File: config.mk
export PLATFORM = sky130hd
export DESIGN_NAME = clock_and_stopwatch_counter_top
export DESIGN_NICKNAME = d
export VERILOG_FILES = /design/src/rtl/core/clksw_pkg.sv /design/src/rtl/core/clock_and_stopwatch_counter_top.sv
export SDC_FILE = /design/constraint.sdc
export NUM_CORES = 1
export LEC_CHECK = 0
export BUFFER_PORTS_ARGS = -buffer_cell sky130_fd_sc_hd__buf_4
export CORE_MARGIN = 10
export CORE_UTILIZATION = 45
export CTS_BUF_LIST = sky130_fd_sc_hd__clkbuf_16
export CTS_CLUSTER_DIAMETER = 150
export CTS_CLUSTER_SIZE = 40
export DETAILED_ROUTE_END_ITERATION = 8
export PLACE_DENSITY_LB_ADDON = 0.3
export RECOVER_POWER = 50
export SLEW_MARGIN = 5
export SYNTH_ARGS = -nofsm -noshare
export SYNTH_HDL_FRONTEND = slang
export SYNTH_SLANG_ARGS = --single-unit
File: constraint.sdc
create_clock -name i_clk -period 5.45 [get_ports i_clk]
set_clock_uncertainty 0.2 [all_clocks]
set_input_delay 1.09 -clock i_clk [delete_from_list [all_inputs] [get_ports i_clk]]
set_output_delay 1.09 -clock i_clk [all_outputs]
set_load 0.01 [all_outputs]
File: src/rtl/core/clksw_pkg.sv
// ----------------------------------------------------------------------------
// clksw_pkg
// Types and constants for the twelve-hour clock and stopwatch counter.
// ----------------------------------------------------------------------------
package clksw_pkg;

    typedef enum logic [1:0] {
        CMD_TICK = 2'd0,
        CMD_MODE = 2'd1,
        CMD_SET  = 2'd2
    } t_cmd;

    typedef enum logic [1:0] {
        CFG_TICKS_PER_SECOND      = 2'd0,
        CFG_TICKS_PER_CENTISECOND = 2'd1,
        CFG_LONG_PRESS_TICKS      = 2'd2
    } t_cfg_idx;

    localparam int CFG_DATA_W = 12;

    localparam logic [9:0]  TPS_RESET  = 10'd1000;
    localparam logic [3:0]  TPC_RESET  = 4'd10;
    localparam logic [11:0] LPT_RESET  = 12'd2010;
    localparam logic [11:0] PRESS_MAX  = 12'd4095;

    localparam logic [3:0]  HOUR_RESET   = 4'd2;
    localparam logic [5:0]  MINUTE_RESET = 6'd30;
    localparam logic [5:0]  SECOND_RESET = 6'd10;

    typedef struct packed {
        logic [9:0]  ms_count;
        logic [3:0]  centi_tick_count;
        logic [11:0] press_ticks;
        logic        press_active;
        logic        press_consumed;
        logic [3:0]  clock_hour;
        logic [5:0]  clock_minute;
        logic [5:0]  clock_second;
        logic        pm_flag;
        logic        view_mode;
        logic        run_flag;
        logic [4:0]  sw_hours;
        logic [5:0]  sw_minutes;
        logic [5:0]  sw_seconds;
        logic [6:0]  sw_centis;
    } t_state;

endpackage

File: src/rtl/core/clock_and_stopwatch_counter_top.sv
// ----------------------------------------------------------------------------
// clock_and_stopwatch_counter_top
// Throughput: one item per cycle while the output is not stalled; one input
// register and the state/result register, with the update logic between them.
// Reset (synchronous, active low) clears the valids, restores the clock to
// 2:30:10 PM, clears the stopwatch and restores register defaults.
// ----------------------------------------------------------------------------
module clock_and_stopwatch_counter_top import clksw_pkg::*; (
    input  logic                  i_clk,
    input  logic                  i_rst_n,
    input  logic                  i_cfg_wr_en,
    input  logic [1:0]            i_cfg_index,
    input  logic [CFG_DATA_W-1:0] i_cfg_data,
    input  logic                  i_valid,
    output logic                  o_stall,
    input  logic [1:0]            i_cmd,
    input  logic                  i_button_down,
    input  logic [4:0]            i_set_hour,
    input  logic [5:0]            i_set_minute,
    input  logic [5:0]            i_set_second,
    output logic                  o_valid,
    input  logic                  i_stall,
    output logic [3:0]            o_clock_hour_out,
    output logic [5:0]            o_clock_minute_out,
    output logic [5:0]            o_clock_second_out,
    output logic                  o_is_pm,
    output logic [4:0]            o_sw_hours_out,
    output logic [5:0]            o_sw_minutes_out,
    output logic [5:0]            o_sw_seconds_out,
    output logic [6:0]            o_sw_centis_out,
    output logic                  o_showing_stopwatch,
    output logic                  o_running
);

    logic [9:0]  r_tps;
    logic [3:0]  r_tpc;
    logic [11:0] r_lpt;

    logic        r_in_valid;
    t_cmd        r_in_cmd;
    logic        r_in_button;
    logic [4:0]  r_in_hour;
    logic [5:0]  r_in_minute;
    logic [5:0]  r_in_second;

    logic        r_out_valid;
    t_state      r_st;
    t_state      n_st;

    logic        advance;
    logic        in_xfer;

    logic [10:0] ms_inc;
    logic [4:0]  ct_inc;
    logic [6:0]  sec_inc;
    logic [6:0]  min_inc;
    logic [4:0]  hr_inc;
    logic [7:0]  cs_inc;
    logic [6:0]  sws_inc;
    logic [6:0]  swm_inc;
    logic [5:0]  swh_inc;
    logic [11:0] pt_base;
    logic [11:0] pt_next;
    logic        consumed_base;
    logic [4:0]  set_h;
    logic [5:0]  set_m;
    logic [5:0]  set_s;

    assign advance = r_in_valid && (!r_out_valid || !i_stall);
    assign o_stall = r_in_valid && !advance;
    assign in_xfer = i_valid && !o_stall;

    // configuration
    always_ff @(posedge i_clk) begin
        if (!i_rst_n) begin
            r_tps <= TPS_RESET;
            r_tpc <= TPC_RESET;
            r_lpt <= LPT_RESET;
        end else if (i_cfg_wr_en) begin
            case (t_cfg_idx'(i_cfg_index))
                CFG_TICKS_PER_SECOND:      r_tps <= i_cfg_data[9:0];
                CFG_TICKS_PER_CENTISECOND: r_tpc <= i_cfg_data[3:0];
                CFG_LONG_PRESS_TICKS:      r_lpt <= i_cfg_data[11:0];
                default: ;
            endcase
        end
    end

    // input register
    always_ff @(posedge i_clk) begin
        if (!i_rst_n) begin
            r_in_valid <= 1'b0;
        end else if (in_xfer) begin
            r_in_valid <= 1'b1;
        end else if (advance) begin
            r_in_valid <= 1'b0;
        end
    end

    always_ff @(posedge i_clk) begin
        if (in_xfer) begin
            r_in_cmd    <= t_cmd'(i_cmd);
            r_in_button <= i_button_down;
            r_in_hour   <= i_set_hour;
            r_in_minute <= i_set_minute;
            r_in_second <= i_set_second;
        end
    end

    // state update
    always_comb begin
        n_st          = r_st;
        ms_inc        = {1'b0, r_st.ms_count} + 11'd1;
        ct_inc        = {1'b0, r_st.centi_tick_count} + 5'd1;
        sec_inc       = {1'b0, r_st.clock_second} + 7'd1;
        min_inc       = {1'b0, r_st.clock_minute} + 7'd1;
        hr_inc        = {1'b0, r_st.clock_hour} + 5'd1;
        cs_inc        = {1'b0, r_st.sw_centis} + 8'd1;
        sws_inc       = {1'b0, r_st.sw_seconds} + 7'd1;
        swm_inc       = {1'b0, r_st.sw_minutes} + 7'd1;
        swh_inc       = {1'b0, r_st.sw_hours} + 6'd1;
        pt_base       = r_st.press_active ? r_st.press_ticks : 12'd0;
        consumed_base = r_st.press_active ? r_st.press_consumed : 1'b0;
        pt_next       = (pt_base < PRESS_MAX) ? pt_base + 12'd1 : pt_base;
        set_h         = (r_in_hour > 5'd23) ? 5'd23 : r_in_hour;
        set_m         = (r_in_minute > 6'd59) ? 6'd59 : r_in_minute;
        set_s         = (r_in_second > 6'd59) ? 6'd59 : r_in_second;

        case (r_in_cmd)
            CMD_TICK: begin
                if (ms_inc >= {1'b0, r_tps}) begin
                    n_st.ms_count = 10'd0;
                    if (sec_inc < 7'd60) begin
                        n_st.clock_second = sec_inc[5:0];
                    end else begin
                        n_st.clock_second = 6'd0;
                        if (min_inc < 7'd60) begin
                            n_st.clock_minute = min_inc[5:0];
                        end else begin
                            n_st.clock_minute = 6'd0;
                            if (hr_inc == 5'd12) begin
                                n_st.clock_hour = 4'd12;
                                n_st.pm_flag    = !r_st.pm_flag;
                            end else if (hr_inc >= 5'd13) begin
                                n_st.clock_hour = 4'd1;
                            end else begin
                                n_st.clock_hour = hr_inc[3:0];
                            end
                        end
                    end
                end else begin
                    n_st.ms_count = ms_inc[9:0];
                end

                if (r_st.run_flag) begin
                    if (ct_inc >= {1'b0, r_tpc}) begin
                        n_st.centi_tick_count = 4'd0;
                        if (cs_inc < 8'd100) begin
                            n_st.sw_centis = cs_inc[6:0];
                        end else begin
                            n_st.sw_centis = 7'd0;
                            if (sws_inc < 7'd60) begin
                                n_st.sw_seconds = sws_inc[5:0];
                            end else begin
                                n_st.sw_seconds = 6'd0;
                                if (swm_inc < 7'd60) begin
                                    n_st.sw_minutes = swm_inc[5:0];
                                end else begin
                                    n_st.sw_minutes = 6'd0;
                                    n_st.sw_hours   = (swh_inc >= 6'd24) ? 5'd0
                                                                         : swh_inc[4:0];
                                end
                            end
                        end
                    end else begin
                        n_st.centi_tick_count = ct_inc[3:0];
                    end
                end

                if (r_in_button) begin
                    n_st.press_active   = 1'b1;
                    n_st.press_ticks    = pt_next;
                    n_st.press_consumed = consumed_base;
                    if (!consumed_base && (pt_next > r_lpt)) begin
                        n_st.sw_hours       = 5'd0;
                        n_st.sw_minutes     = 6'd0;
                        n_st.sw_seconds     = 6'd0;
                        n_st.sw_centis      = 7'd0;
                        n_st.run_flag       = 1'b0;
                        n_st.press_consumed = 1'b1;
                    end
                end else if (r_st.press_active) begin
                    if (!r_st.press_consumed) begin
                        n_st.run_flag = !r_st.run_flag;
                    end
                    n_st.press_active   = 1'b0;
                    n_st.press_consumed = 1'b0;
                    n_st.press_ticks    = 12'd0;
                end
            end
            CMD_MODE: begin
                n_st.view_mode = !r_st.view_mode;
            end
            CMD_SET: begin
                if (set_h >= 5'd12) begin
                    n_st.pm_flag    = 1'b1;
                    n_st.clock_hour = (set_h > 5'd12) ? 4'(set_h - 5'd12) : 4'(set_h);
                end else begin
                    n_st.pm_flag    = 1'b0;
                    n_st.clock_hour = (set_h == 5'd0) ? 4'd12 : set_h[3:0];
                end
                n_st.clock_minute = set_m;
                n_st.clock_second = set_s;
            end
            default: ;
        endcase
    end

    // state and result register
    always_ff @(posedge i_clk) begin
        if (!i_rst_n) begin
            r_out_valid <= 1'b0;
            r_st        <= '{
                ms_count:         10'd0,
                centi_tick_count: 4'd0,
                press_ticks:      12'd0,
                press_active:     1'b0,
                press_consumed:   1'b0,
                clock_hour:       HOUR_RESET,
                clock_minute:     MINUTE_RESET,
                clock_second:     SECOND_RESET,
                pm_flag:          1'b1,
                view_mode:        1'b0,
                run_flag:         1'b0,
                sw_hours:         5'd0,
                sw_minutes:       6'd0,
                sw_seconds:       6'd0,
                sw_centis:        7'd0
            };
        end else begin
            if (advance) begin
                r_out_valid <= 1'b1;
                r_st        <= n_st;
            end else if (r_out_valid && !i_stall) begin
                r_out_valid <= 1'b0;
            end
        end
    end

    assign o_valid             = r_out_valid;
    assign o_clock_hour_out    = r_st.clock_hour;
    assign o_clock_minute_out  = r_st.clock_minute;
    assign o_clock_second_out  = r_st.clock_second;
    assign o_is_pm             = r_st.pm_flag;
    assign o_sw_hours_out      = r_st.sw_hours;
    assign o_sw_minutes_out    = r_st.sw_minutes;
    assign o_sw_seconds_out    = r_st.sw_seconds;
    assign o_sw_centis_out     = r_st.sw_centis;
    assign o_showing_stopwatch = r_st.view_mode;
    assign o_running           = r_st.run_flag;

endmodule

-- Yosys cells after proc, flatten, opt, wreduce, memory -nomap -nowiden
Index checks and enable logic that the tools add are counted.
- register bits after elaboration: 119
- logic and storage cells: 140
- output and inout port bits: 45
- equality and inequality tests: 11
- reduce and logical (&&, ||, !) cells: 33
- add/subtract/negate cells: 11
- $lt $le $gt $ge: 16
- mux-type cells: 44
- operator list (cell ; count):
    $mux 24 ; 3
    $mux 6 ; 6
    $mux 17 ; 2
    $pmux 17 s2 ; 1
    $add 6x1->7 const B ; 4
    $lt 7x6->1 const B ; 4
    $mux 14 ; 2
    $mux 4 ; 7
    $mux 25 ; 1
    $mux 12 ; 2
    $mux 10 ; 2
    $mux 5 ; 3
    $mux 1 ; 13
    $add 12x1->12 const B ; 1
    $gt 12x12->1 ; 1
    $gt 6x6->1 const B ; 2
    $lt 12x12->1 const B ; 1
    $add 10x1->11 const B ; 1
    $ge 11x10->1 ; 1
    $mux 11 ; 1
    $add 4x1->5 const B ; 2
    $ge 5x4->1 const B ; 2
    $ne 2x2->1 const B ; 5
    $reduce_and 2->1 ; 5
    23 further kinds ; 43

-- Depth between registers and ports, before layout
Gate-level depths: netlist of the first run.
- word-level depth: 10
- mapped depth: 19
- mapped depth without buffers: 16

-- Least setup slack after synthesis of the first run
Ideal clock, no wire load.
- path type: register to register
- start point: register r_st[44] (netlist bit)
- end point: register r_st (netlist bit o_sw_minutes_out[3])
- cell stages (with the launch flop): 17
- slack: 1423 ps
- arrival: 3743 ps
- period minus slack after synthesis: 4027 ps
- setup time: 83 ps
- path through: dfxtp_1 clkbuf_1 and2_1 ha_1 nand3_1 or3_1 clkbuf_1 mux2_2 ha_1 nor2b_1 o211ai_1 a21oi_1 o211a_4 or2_1 buf_6 or3_4 o31ai_4
- longest elaborated chain between the ends: 7
- RTL lines (what ; line ; RTL):
    start: declaration ; clock_and_stopwatch_counter_top.sv:47 ; t_state r_st;
    start signal: assignment ; clock_and_stopwatch_counter_top.sv:223 ; r_st <= '{
    start signal: assignment ; clock_and_stopwatch_counter_top.sv:243 ; r_st <= n_st;
    $mux 12 ; clock_and_stopwatch_counter_top.sv:122 ; pt_base = r_st.press_active ? r_st.press_ticks : 12'd0;
    $add 12x1->12 or $lt 12x12->1 (tied branches) ; clock_and_stopwatch_counter_top.sv:124 ; pt_next = (pt_base < PRESS_MAX) ? pt_base + 12'd1 : pt_base;
    $mux 12 ; clock_and_stopwatch_counter_top.sv:124 ;
    $gt 12x12->1 ; clock_and_stopwatch_counter_top.sv:184 ; if (!consumed_base && (pt_next > r_lpt)) begin
    $logic_and 1x1->1 * ; clock_and_stopwatch_counter_top.sv:184 ;
    $mux 25 * ; clock_and_stopwatch_counter_top.sv:184 ;
    $mux 24 * ; clock_and_stopwatch_counter_top.sv:180 ; if (r_in_button) begin
Every way passes the cells marked *; elsewhere a longest branch is shown, timed or not. The select of a mux whose other input is x is not followed.
A chain may end at the register's enable or synchronous reset.

==> results.sh, run 1 <==
export IMPL_cts_buffers=17
export IMPL_port_buffers=83
export IMPL_r2r_setup_slack_ns=1.11
export IMPL_cts_tree="built"
export IMPL_async_flop_share_pct=0
export IMPL_synth_edf_count=20
export IMPL_dr_pass1_iters=5
export IMPL_grt_use_total_pct=15.76
export IMPL_avgRoutedWirePerCell_um=14.85
export IMPL_yosys_warnings=0
export IMPL_crit_path_end="o_sw_hours_out[0]"
export IMPL_cp_start_kind="input port"
export IMPL_dp_cells=1106
export IMPL_ir_drop_uv=232.4
export IMPL_final_cells=1138
export IMPL_required_ns=5.55
export IMPL_pwr_share_comb_pct=5.7
export IMPL_num_rows=46
export IMPL_fin_crit_ns=4.511
export IMPL_status="finished with violations"
export IMPL_maxCapViolations=2
export IMPL_timing_slew_headroom_pct=-69.74
export IMPL_clock_sinks=119
export IMPL_seqPwrFrac_pct=42.2
export IMPL_dp_hpwl_um=12130
export IMPL_min_path_type="reg -> reg"
export IMPL_post_route_drc_count=0
export IMPL_cp_startpoint="i_rst_n"
export IMPL_cts_max_path_buffers=2
export IMPL_layout_drive_gt1_share_pct=10.52
export IMPL_power_frac_clock_pct=52.0
export IMPL_crit_path_max_fanout=53
export IMPL_dieHeight_um=146.6
export IMPL_synth_seq_area_share_pct=35.81
export IMPL_power_density_mw_per_mm2=272.5
export IMPL_synthesis_nets=962
export IMPL_rr_worst_depth=16
export IMPL_viasPerCell=5.489
export IMPL_r2r_end="o_sw_minutes_out[3]"
export IMPL_path_class="in -> reg"
export IMPL_netlist_area_mm2=0.007212
export IMPL_die_w_um=146.6
export IMPL_worstSetupEndpointType="flip-flop"
export IMPL_areaGrowthSynthToFinish_pct=12.66
export IMPL_antenna_found_initial=1
export IMPL_synthCells=883
export IMPL_p_sw_share_pct=22.01
export IMPL_gp_congestion=0.8895
export IMPL_clkLatencyLatePin_ns=0.41
export IMPL_routed_wl_um=16900
export IMPL_intPower_mw=1.727
export IMPL_cts_setup_buffers=0
export IMPL_ant_nets=0
export IMPL_antenna_cells=0
export IMPL_final_nets=988
export IMPL_ys_types=76
export IMPL_nFillCells=1570
export IMPL_finalSetupViolations=0
export IMPL_rsz0062_at_grt="no"
export IMPL_grt_pass1_vias=5783
export IMPL_drtIter0Drc=417
export IMPL_leakage_nw=3.139
export IMPL_grt_max_degree=54
export IMPL_worst_pin_slew_ns=2.546
export IMPL_vias=6247
export IMPL_fmax_ghz=0.2217
export IMPL_die_area_mm2=0.02149
export IMPL_violations="capacitance limit, slew limit"
export IMPL_p_sw_mw=0.4873
export IMPL_overflow=0
export IMPL_cts_resized=0
export IMPL_hold_buffers=0
export IMPL_num_io_pins=84
export IMPL_r2r_start="r_st[44]"
export IMPL_ys_flop_type="dfxtp_1"
export IMPL_finalHoldViolCount=0
export IMPL_grt_pass1_wl_um=28490
export IMPL_cts_root_buf="clkbuf_16"
export IMPL_maxSlewViolCount=86
export IMPL_core_mm2=0.01577
export IMPL_arrival_ns=4.61
export IMPL_initial_core_util_pct=45.73
export IMPL_min_period_over_period_pct=82.77
export IMPL_ys_ff_latch=119
export IMPL_avgSynthCellArea_um2=8.168
export IMPL_cts_clk_slew_worst_paths_ns=0.05
export IMPL_cts_htree_levels=4
export IMPL_finalSetupTns_ns=0
-- through the flow --
step           utilization, %  setup WS (ns)  hold slack, ns  power, mW  instance area, um2
3_3_place_gp            48.66          1.246          0.2437      1.083                7674
3_5_place_dp            48.66          1.151          0.2517      1.084                7674
5_1_grt                 51.52         0.7073          0.2741      2.297                8125
4_1_cts                 52.55          1.145          0.2611      2.241                8287
6_report                51.52         0.9392          0.2600      2.214                8125
2_1_floorplan               -          1.423          0.2363      1.033                7212
-- synth_stat cells (6+ instances only) --
master / instances / area [um2]
nand2_1: 106 / 397.9
mux2i_1: 11 / 110.1
buf_2: 6 / 30.03
o21ai_0: 62 / 310.3
a21oi_1: 64 / 320.3
inv_1: 38 / 142.6
nand3_1: 39 / 195.2
o31ai_1: 9 / 67.56
o211ai_1: 25 / 187.7
a22oi_1: 14 / 105.1
xor2_1: 11 / 96.34
and3_1: 10 / 62.56
ha_1: 40 / 500.5
clkbuf_1: 35 / 131.4
nor2_1: 63 / 236.5
nor3b_1: 8 / 60.06
edfxtp_1: 20 / 600.6
a311oi_1: 6 / 52.55
nand3b_1: 7 / 52.55
nand4_1: 8 / 50.05
nor2b_1: 14 / 87.58
nand2b_1: 8 / 50.05
xnor2_1: 13 / 113.9
and2_1: 13 / 81.33
buf_4: 40 / 300.3
nor3_1: 19 / 95.09
a31oi_1: 6 / 37.54
dfxtp_1: 99 / 1982
-- metal layers --
metal | track usage, % | up-vias | part of all wire (%)
met4 | 5.906 | 2 | 1.3
met1 | 20.05 | 2893 | 48
met2 | 24.48 | 135 | 45
met3 | 4.821 | 17 | 5.1
li1 | - | 3200 | -
met5 | 0 | - | 0.041
-- final cells by class --
cell class | count | area, um2 | area share, %
inverter | 39 | 146.4 | 1.802
timing repair buffer | 90 | 514.2 | 6.329
clock inverter | 15 | 187.7 | 2.310
tap | 216 | 270.3 | 3.326
clock buffer | 17 | 425.4 | 5.236
sequential | 119 | 2582 | 31.78
multi-input combinational | 642 | 3999 | 49.21
-- state kept, by name, indices dropped and copies added, names as in the netlist, 4 cells and up --
name and flops:
o_clock_hour_out 4, r_tps 10, r_in_hour 5, r_st 28, o_clock_minute_out 6, o_sw_hours_out 5
o_sw_centis_out 7, r_in_second 6, o_sw_minutes_out 6, o_clock_second_out 6, o_sw_seconds_out 6, r_tpc 4
r_in_minute 6, r_lpt 12
-- worst min path at each step --
| stage | start | end | slack (ns) | cells past startpoint |
|---|---|---|---|---|
| 2_1_floorplan | r_lpt[11] | r_lpt[11] | 0.24 | 2 |
| 3_3_place_gp | r_tps[4] | r_tps[4] | 0.24 | 2 |
| 3_5_place_dp | r_lpt[2] | r_lpt[2] | 0.25 | 2 |
| 4_1_cts | r_tps[1] | r_tps[1] | 0.26 | 2 |
| 5_1_grt | r_tps[1] | r_tps[1] | 0.27 | 2 |
| 6_report | r_lpt[2] | r_lpt[2] | 0.26 | 2 |
-- power by group through the flow --
stage | sequential [mW] | clock (mW) | combinational [mW]
2_1_floorplan | 0.946 | 0 | 0.0876
3_3_place_gp | 0.953 | 0 | 0.130
3_5_place_dp | 0.953 | 0 | 0.132
4_1_cts | 0.934 | 1.17 | 0.133
5_1_grt | 0.937 | 1.22 | 0.144
6_report | 0.935 | 1.15 | 0.127
-- kinds of logic after synthesis --
| group | Yosys count | synth area share, % |
|---|---|---|
| and+or+nand+nor | 322 | 21.70 |
| AOI/OAI and AO/OA | 243 | 22.02 |
| buffers and inverters | 122 | 8.779 |
| DFF | 119 | 35.81 |
| adders and majority gates | 40 | 6.940 |
| xor gates and xnor gates | 24 | 2.915 |
| muxes | 13 | 1.839 |
-- worst max-delay path, cell delays in order --
cell	delay [ns]
clkbuf_1	0.63
clkinv_1	0.20
clkbuf_1	1.83
o31ai_1	0.45
mux2_2	0.40
-- placed cells by master, fill, tap and decap left out, types with 6 or more instances in the layout --
| cell | netlist | routed |
|---|---|---|
| clkbuf_16 | 0 | 17 |
| inv_1 | 38 | 39 |
| dfxtp_1 | 99 | 99 |
| a22oi_1 | 14 | 14 |
| and2_1 | 13 | 13 |
| a311oi_1 | 6 | 6 |
| nor3b_1 | 8 | 8 |
| ha_1 | 40 | 40 |
| clkbuf_4 | 0 | 20 |
| a31oi_1 | 6 | 6 |
| nor2_1 | 63 | 63 |
| xor2_1 | 11 | 11 |
| and3_1 | 10 | 10 |
| o21ai_0 | 62 | 62 |
| o211ai_1 | 25 | 25 |
| a21oi_1 | 64 | 64 |
| nand3b_1 | 7 | 7 |
| nor3_1 | 19 | 19 |
| nor2b_1 | 14 | 13 |
| o31ai_1 | 9 | 9 |
| buf_4 | 40 | 27 |
| mux2i_1 | 11 | 11 |
| xnor2_1 | 13 | 13 |
| nand2b_1 | 8 | 8 |
| nand2_1 | 106 | 106 |
| edfxtp_1 | 20 | 20 |
| nand4_1 | 8 | 8 |
| nand3_1 | 39 | 39 |
| clkbuf_1 | 35 | 43 |
(Power assumes the default switching activity.)
==> inputs of run 2 (changes only) <==
==> constraint.sdc (replaced) <==
create_clock -name i_clk -period 3.9 [get_ports i_clk]
set_clock_uncertainty 0.2 [all_clocks]
set_input_delay 0.78 -clock i_clk [delete_from_list [all_inputs] [get_ports i_clk]]
set_output_delay 0.78 -clock i_clk [all_outputs]
set_load 0.01 [all_outputs]
==> run 2 against run 1 <==
Effect of this change: the flow now finishes without violations; design area rose by 2.7%; sequential cell count stayed put; utilization up 1.4 points; total power rose by 42%; hold slack got worse by 0.0019 ns; routed wire length increased by 2.8%; non-clock buffer count is 14 higher; die area unchanged; critical path depth grew 9; critical endpoint is now o_sw_minutes_out[3]; largest cell class unchanged; largest power group unchanged.
==> results.sh, run 2 (synthesized netlist as in run 1, its figures left out) <==
export IMPL_status="completed"
export IMPL_cts_htree_levels=4
export IMPL_clock_sinks=119
export IMPL_cts_buffers=17
export IMPL_maxSlewViolCount=0
export IMPL_port_buffers=83
export IMPL_worstSetupEndpointType="flip-flop"
export IMPL_placed_cell_area_mm2=0.007779
export IMPL_critPathSlowestCell="or3_4"
export IMPL_intPower_mw=2.427
export IMPL_largest_register="r_st"
export IMPL_grt_use_total_pct=15.76
export IMPL_num_io_pins=84
export IMPL_antenna_found_initial=0
export IMPL_initial_core_util_pct=45.73
export IMPL_final_area_mm2=0.008346
export IMPL_core_mm2=0.01577
export IMPL_num_rows=46
export IMPL_slowest_delay_ns=0.41
export IMPL_dieHeight_um=146.6
export IMPL_cp_start_kind="flip-flop"
export IMPL_arrival_ns=3.89
export IMPL_post_route_drc_count=0
export IMPL_ir_drop_uv=313.6
export IMPL_overflow=0
export IMPL_finalSetupTns_ns=0
export IMPL_drtIter0Drc=307
export IMPL_r2r_setup_slack_ns=0.14
export IMPL_crit_path_max_fanout=8
export IMPL_finalSetupViolations=0
export IMPL_power_density_mw_per_mm2=375.4
export IMPL_p_sw_share_pct=22.54
export IMPL_crit_path_cell_trace="and2_1 > ha_2 > nand3_2 > o2111a_1 > nand2_1 > xor2_2 > ha_1 > a211o_1 > a21oi_2 > o211ai_2 > o211a_4 > or2_4 > or3_4 > o31ai_4"
export IMPL_register_area_mm2=0.002584
export IMPL_layout_drive_gt1_share_pct=14.64
export IMPL_viasPerCell=5.485
export IMPL_post_route_util_pct=52.92
export IMPL_cts_max_path_buffers=2
export IMPL_areaGrowthSynthToFinish_pct=15.72
export IMPL_power_frac_clock_pct=52.5
export IMPL_p_sw_mw=0.7063
export IMPL_final_common_cell="nand2_1"
export IMPL_vias=6319
export IMPL_grt_pass1_wl_um=28300
export IMPL_largest_register_ffs=28
export IMPL_cts_root_buf="clkbuf_16"
export IMPL_cts_tree="built"
export IMPL_required_ns=4.04
export IMPL_clkLatencyLatePin_ns=0.42
export IMPL_rsz0062_at_grt="no"
export IMPL_min_path_type="reg -> reg"
export IMPL_grt_max_degree=32
export IMPL_nFillCells=1513
export IMPL_fmax_ghz=0.2662
export IMPL_maxCapViolations=0
export IMPL_path_class="reg -> reg"
export IMPL_final_nets=1002
export IMPL_fin_crit_ns=3.756
export IMPL_antenna_cells=0
export IMPL_holdWs_ns=0.2581
export IMPL_seqPwrFrac_pct=41.7
export IMPL_path_delay_family="compound AO/OA/AOI/OAI gates"
export IMPL_final_cell_mix="nand2_1, dfxtp_1, a21oi_1"
export IMPL_leakage_nw=3.283
export IMPL_reg_top3="r_st x28, r_lpt x12, r_tps x10"
export IMPL_routed_wl_um=17360
export IMPL_finalHoldViolCount=0
export IMPL_multi_input_area_mm2=0.004029
export IMPL_die_w_um=146.6
export IMPL_pwr_share_comb_pct=5.9
export IMPL_timing_slew_headroom_pct=20.21
export IMPL_min_period_over_period_pct=96.31
export IMPL_dr_pass1_iters=5
export IMPL_dp_cells=1120
export IMPL_final_cells=1152
export IMPL_avgRoutedWirePerCell_um=15.07
export IMPL_hold_buffers=0
export IMPL_ant_nets=0
export IMPL_worst_pin_slew_ns=1.197
export IMPL_die_area_mm2=0.02149
export IMPL_dp_hpwl_um=12710
export IMPL_grt_pass1_vias=5726
export IMPL_path_buf_inv=0
export IMPL_gp_congestion=0.8857
export IMPL_cts_clk_slew_worst_paths_ns=0.06
run 2: final cells by class:
class / count / area share, %
timing repair buffer: 104 / 8.231
tap: 216 / 3.238
inverter: 39 / 1.754
clock buffer: 17 / 5.097
sequential: 119 / 30.96
clock inverter: 15 / 2.444
multi-input combinational: 642 / 48.28
run 2: through the flow:
stage	worst slack, ns	power [mW]
floorplan	0.005016	1.444
global placement	0.08207	1.518
detailed placement	0.03054	1.521
CTS	0.01064	3.183
global route	0.01212	3.264
finish	0.1441	3.133
run 2: tightest hold or removal path: cells and delay by family (launching register included):
family / cells / cell delay, ns
flip-flops: 1 / 0.30
AO/OA/AOI/OAI: 1 / 0.06
AND/OR/NAND/NOR: 1 / 0.05
run 2: layer usage:
metal,global-route usage (%),up-vias,wire length (um)
met5,0,-,0
met4,6.256,0,289
met3,4.512,21,894
met2,23.85,139,7808
met1,20.64,2927,8369
li1,-,3232,-
run 2: final timing paths:
path                 start                  end  cells past startpoint
setup / recovery  r_st[44]  o_sw_minutes_out[3]                     14
hold / removal    r_lpt[5]             r_lpt[5]                      2
setup reg to reg  r_st[44]  o_sw_minutes_out[3]                     14
hold reg to reg   r_lpt[5]             r_lpt[5]                      2
run 2: repair_timing:
action | in CTS | in global routing
resized for setup | 0 | 10
endpoints found under the setup margin | 0 | 15
setup buffers | 0 | 0
run 2: power groups by stage:
stage	sequential, mW	clock [mW]	combinational (mW)
global placement	1.33	0	0.187
CTS	1.31	1.69	0.191
detailed placement	1.33	0	0.190
global route	1.31	1.75	0.206
floorplan	1.32	0	0.123
finish	1.31	1.64	0.183
==> inputs of run 3 (changes only) <==
--- a/config.mk
+++ b/config.mk
@@ -6,7 +6,7 @@
 export NUM_CORES = 1
 export LEC_CHECK = 0
 export BUFFER_PORTS_ARGS = -buffer_cell sky130_fd_sc_hd__buf_4
-export CORE_MARGIN = 10
+export CORE_MARGIN = 3
 export CORE_UTILIZATION = 45
 export CTS_BUF_LIST = sky130_fd_sc_hd__clkbuf_16
 export CTS_CLUSTER_DIAMETER = 150
@@ -14,6 +14,7 @@
 export DETAILED_ROUTE_END_ITERATION = 8
 export PLACE_DENSITY_LB_ADDON = 0.3
 export RECOVER_POWER = 50
+export SKIP_LAST_GASP = 1
 export SLEW_MARGIN = 5
 export SYNTH_ARGS = -nofsm -noshare
 export SYNTH_HDL_FRONTEND = slang
==> run 3 against run 2 <==
Effect of this change: the run now ends with capacitance limit left; via count grew 0.55%; clock-buffer cell count unchanged; global-route usage increased by 3.3 points; sequential cell count unchanged; combinational power barely moved; hold slack about the same; critical path depth down 1; clock power decreased by 5%; critical path type unchanged.
==> results.sh, run 3 (synthesized netlist as in run 1, its figures left out) <==
export IMPL_final_area_mm2=0.008327
export IMPL_num_io_pins=84
export IMPL_drtIter0Drc=383
export IMPL_power_density_mw_per_mm2=366.6
export IMPL_min_path_type="reg -> reg"
export IMPL_placed_cell_area_mm2=0.007772
export IMPL_dp_cells=1115
export IMPL_leakage_nw=3.271
export IMPL_cts_tree="built"
export IMPL_r2r_setup_slack_ns=0.17
export IMPL_viasPerCell=5.535
export IMPL_vias=6354
export IMPL_routed_wl_um=16740
export IMPL_cts_buffers=17
export IMPL_arrival_ns=3.86
export IMPL_worst_pin_slew_ns=1.493
export IMPL_finalPower_mw=3.052
export IMPL_violations="capacitance limit"
export IMPL_finalSetupViolations=0
export IMPL_min_period_over_period_pct=95.53
export IMPL_num_rows=45
export IMPL_worstSetupEndpointType="flip-flop"
export IMPL_path_class="reg -> reg"
export IMPL_ir_drop_uv=316.5
export IMPL_min_to="r_tps[4]"
export IMPL_cp_start_kind="flip-flop"
export IMPL_areaGrowthSynthToFinish_pct=15.46
export IMPL_cts_root_buf="clkbuf_16"
export IMPL_status="finished with violations"
export IMPL_antenna_cells=0
export IMPL_cts_max_path_buffers=2
export IMPL_overflow=0
export IMPL_core_mm2=0.01543
export IMPL_grt_pass1_vias=5775
export IMPL_post_route_drc_count=0
export IMPL_min_from="r_tps[4]"
export IMPL_finalSetupTns_ns=0
export IMPL_die_area_mm2=0.01758
export IMPL_dp_hpwl_um=11910
export IMPL_gp_congestion=0.8571
export IMPL_fmax_ghz=0.2684
export IMPL_dieHeight_um=132.6
export IMPL_clkLatencyLatePin_ns=0.42
export IMPL_port_buffers=83
export IMPL_cts_clk_slew_worst_paths_ns=0.06
export IMPL_avgRoutedWirePerCell_um=14.58
export IMPL_dr_max_layer_used="met4"
export IMPL_finalHoldViolCount=0
export IMPL_largest_register="r_st"
export IMPL_dp_slack_ns=0.03845
export IMPL_r2r_start="r_st[44]"
export IMPL_rr_worst_depth=13
export IMPL_nFillCells=1492
export IMPL_routed_wl_met3_um=947
export IMPL_holdWs_ns=0.2580
export IMPL_clock_sinks=119
export IMPL_grt_max_degree=32
export IMPL_multi_input_area_mm2=0.004044
export IMPL_post_route_util_pct=53.97
export IMPL_required_ns=4.04
export IMPL_dr_pass1_iters=5
export IMPL_reg_top3="r_st x28, r_lpt x12, r_tps x10"
export IMPL_final_nets=1003
export IMPL_hold_buffers=0
export IMPL_crit_path_max_fanout=7
export IMPL_fin_crit_ns=3.726
export IMPL_final_cell_mix="nand2_1, dfxtp_1, a21oi_1"
export IMPL_fin_ws_ns=0.1742
export IMPL_cts_htree_levels=4
export IMPL_grt_pass1_wl_um=28030
export IMPL_die_w_um=132.6
export IMPL_wl_met1_um=7981
export IMPL_layout_drive_gt1_share_pct=15.05
export IMPL_min_path_cells=2
export IMPL_maxCapViolations=1
export IMPL_register_area_mm2=0.002584
export IMPL_antenna_found_initial=0
export IMPL_maxSlewViolCount=0
export IMPL_wl_met2_um=7572
export IMPL_ant_nets=0
export IMPL_r2r_end="o_sw_minutes_out[3]"
export IMPL_final_cells=1148
export IMPL_grt_use_total_pct=19.05
export IMPL_timing_slew_headroom_pct=0.4770
export IMPL_initial_core_util_pct=46.75
export IMPL_largest_register_ffs=28
export IMPL_final_common_cell="nand2_1"
## run 3: changes by cell type in the layout (fill, tap and decap cells not counted), sizes merged
cell / change
bufinv: -2
clkinvlp: -1
inv: +3
clkbuf: +1
## run 3: worst max path at each step
stage	depth (start not counted)	start	slack [ns]	end
2_1_floorplan	16	r_st[44]	0.005	o_sw_minutes_out[3]
3_3_place_gp	13	r_st[44]	0.14	o_sw_minutes_out[3]
3_5_place_dp	16	r_st[44]	0.04	o_sw_minutes_out[3]
4_1_cts	14	r_st[44]	0.01	o_sw_minutes_out[3]
5_1_grt	17	r_st[44]	-0.003	o_sw_minutes_out[4]
6_report	13	r_st[44]	0.17	o_sw_minutes_out[3]
## run 3: area by class of cell
class | count | share of cell area, %
repair buffers | 105 | 8.310
inverters | 39 | 1.758
clock buffers | 17 | 5.109
clock inverters | 15 | 2.059
multi-input cells | 642 | 48.56
well taps | 211 | 3.171
flip-flops and latches | 119 | 31.03
## run 3: where the power goes
group / total (mW) / internal [mW] / switching [mW]
combinational: 0.182 / 0.0754 / 0.107
sequential: 1.30 / 1.28 / 0.0240
clock: 1.56 / 0.953 / 0.612
## run 3: worst max-delay path, cell delays in order, from the launching register on
cell      delay [ns]
dfxtp_2         0.35
and2_1          0.18
ha_2            0.20
nand3_2         0.11
or3_4           0.44
mux2_2          0.32
ha_1            0.30
nor2b_1         0.13
o211ai_1        0.16
a21oi_1         0.12
o211a_4         0.27
or2_4           0.29
or3_4           0.41
o31ai_4         0.17
## run 3: metal layers
layer	GRT usage (%)	vias to the layer above
met2	29.35	163
met5	0	-
met1	26.13	2935
met3	4.905	25
li1	-	3231
met4	6.293	0
## run 3: repair_timing
action                                  in CTS  in global routing
pin swaps                                    0                  3
buffers inserted                             0                  1
endpoints found under the setup margin       1                 17
gates resized for setup                      1                 12
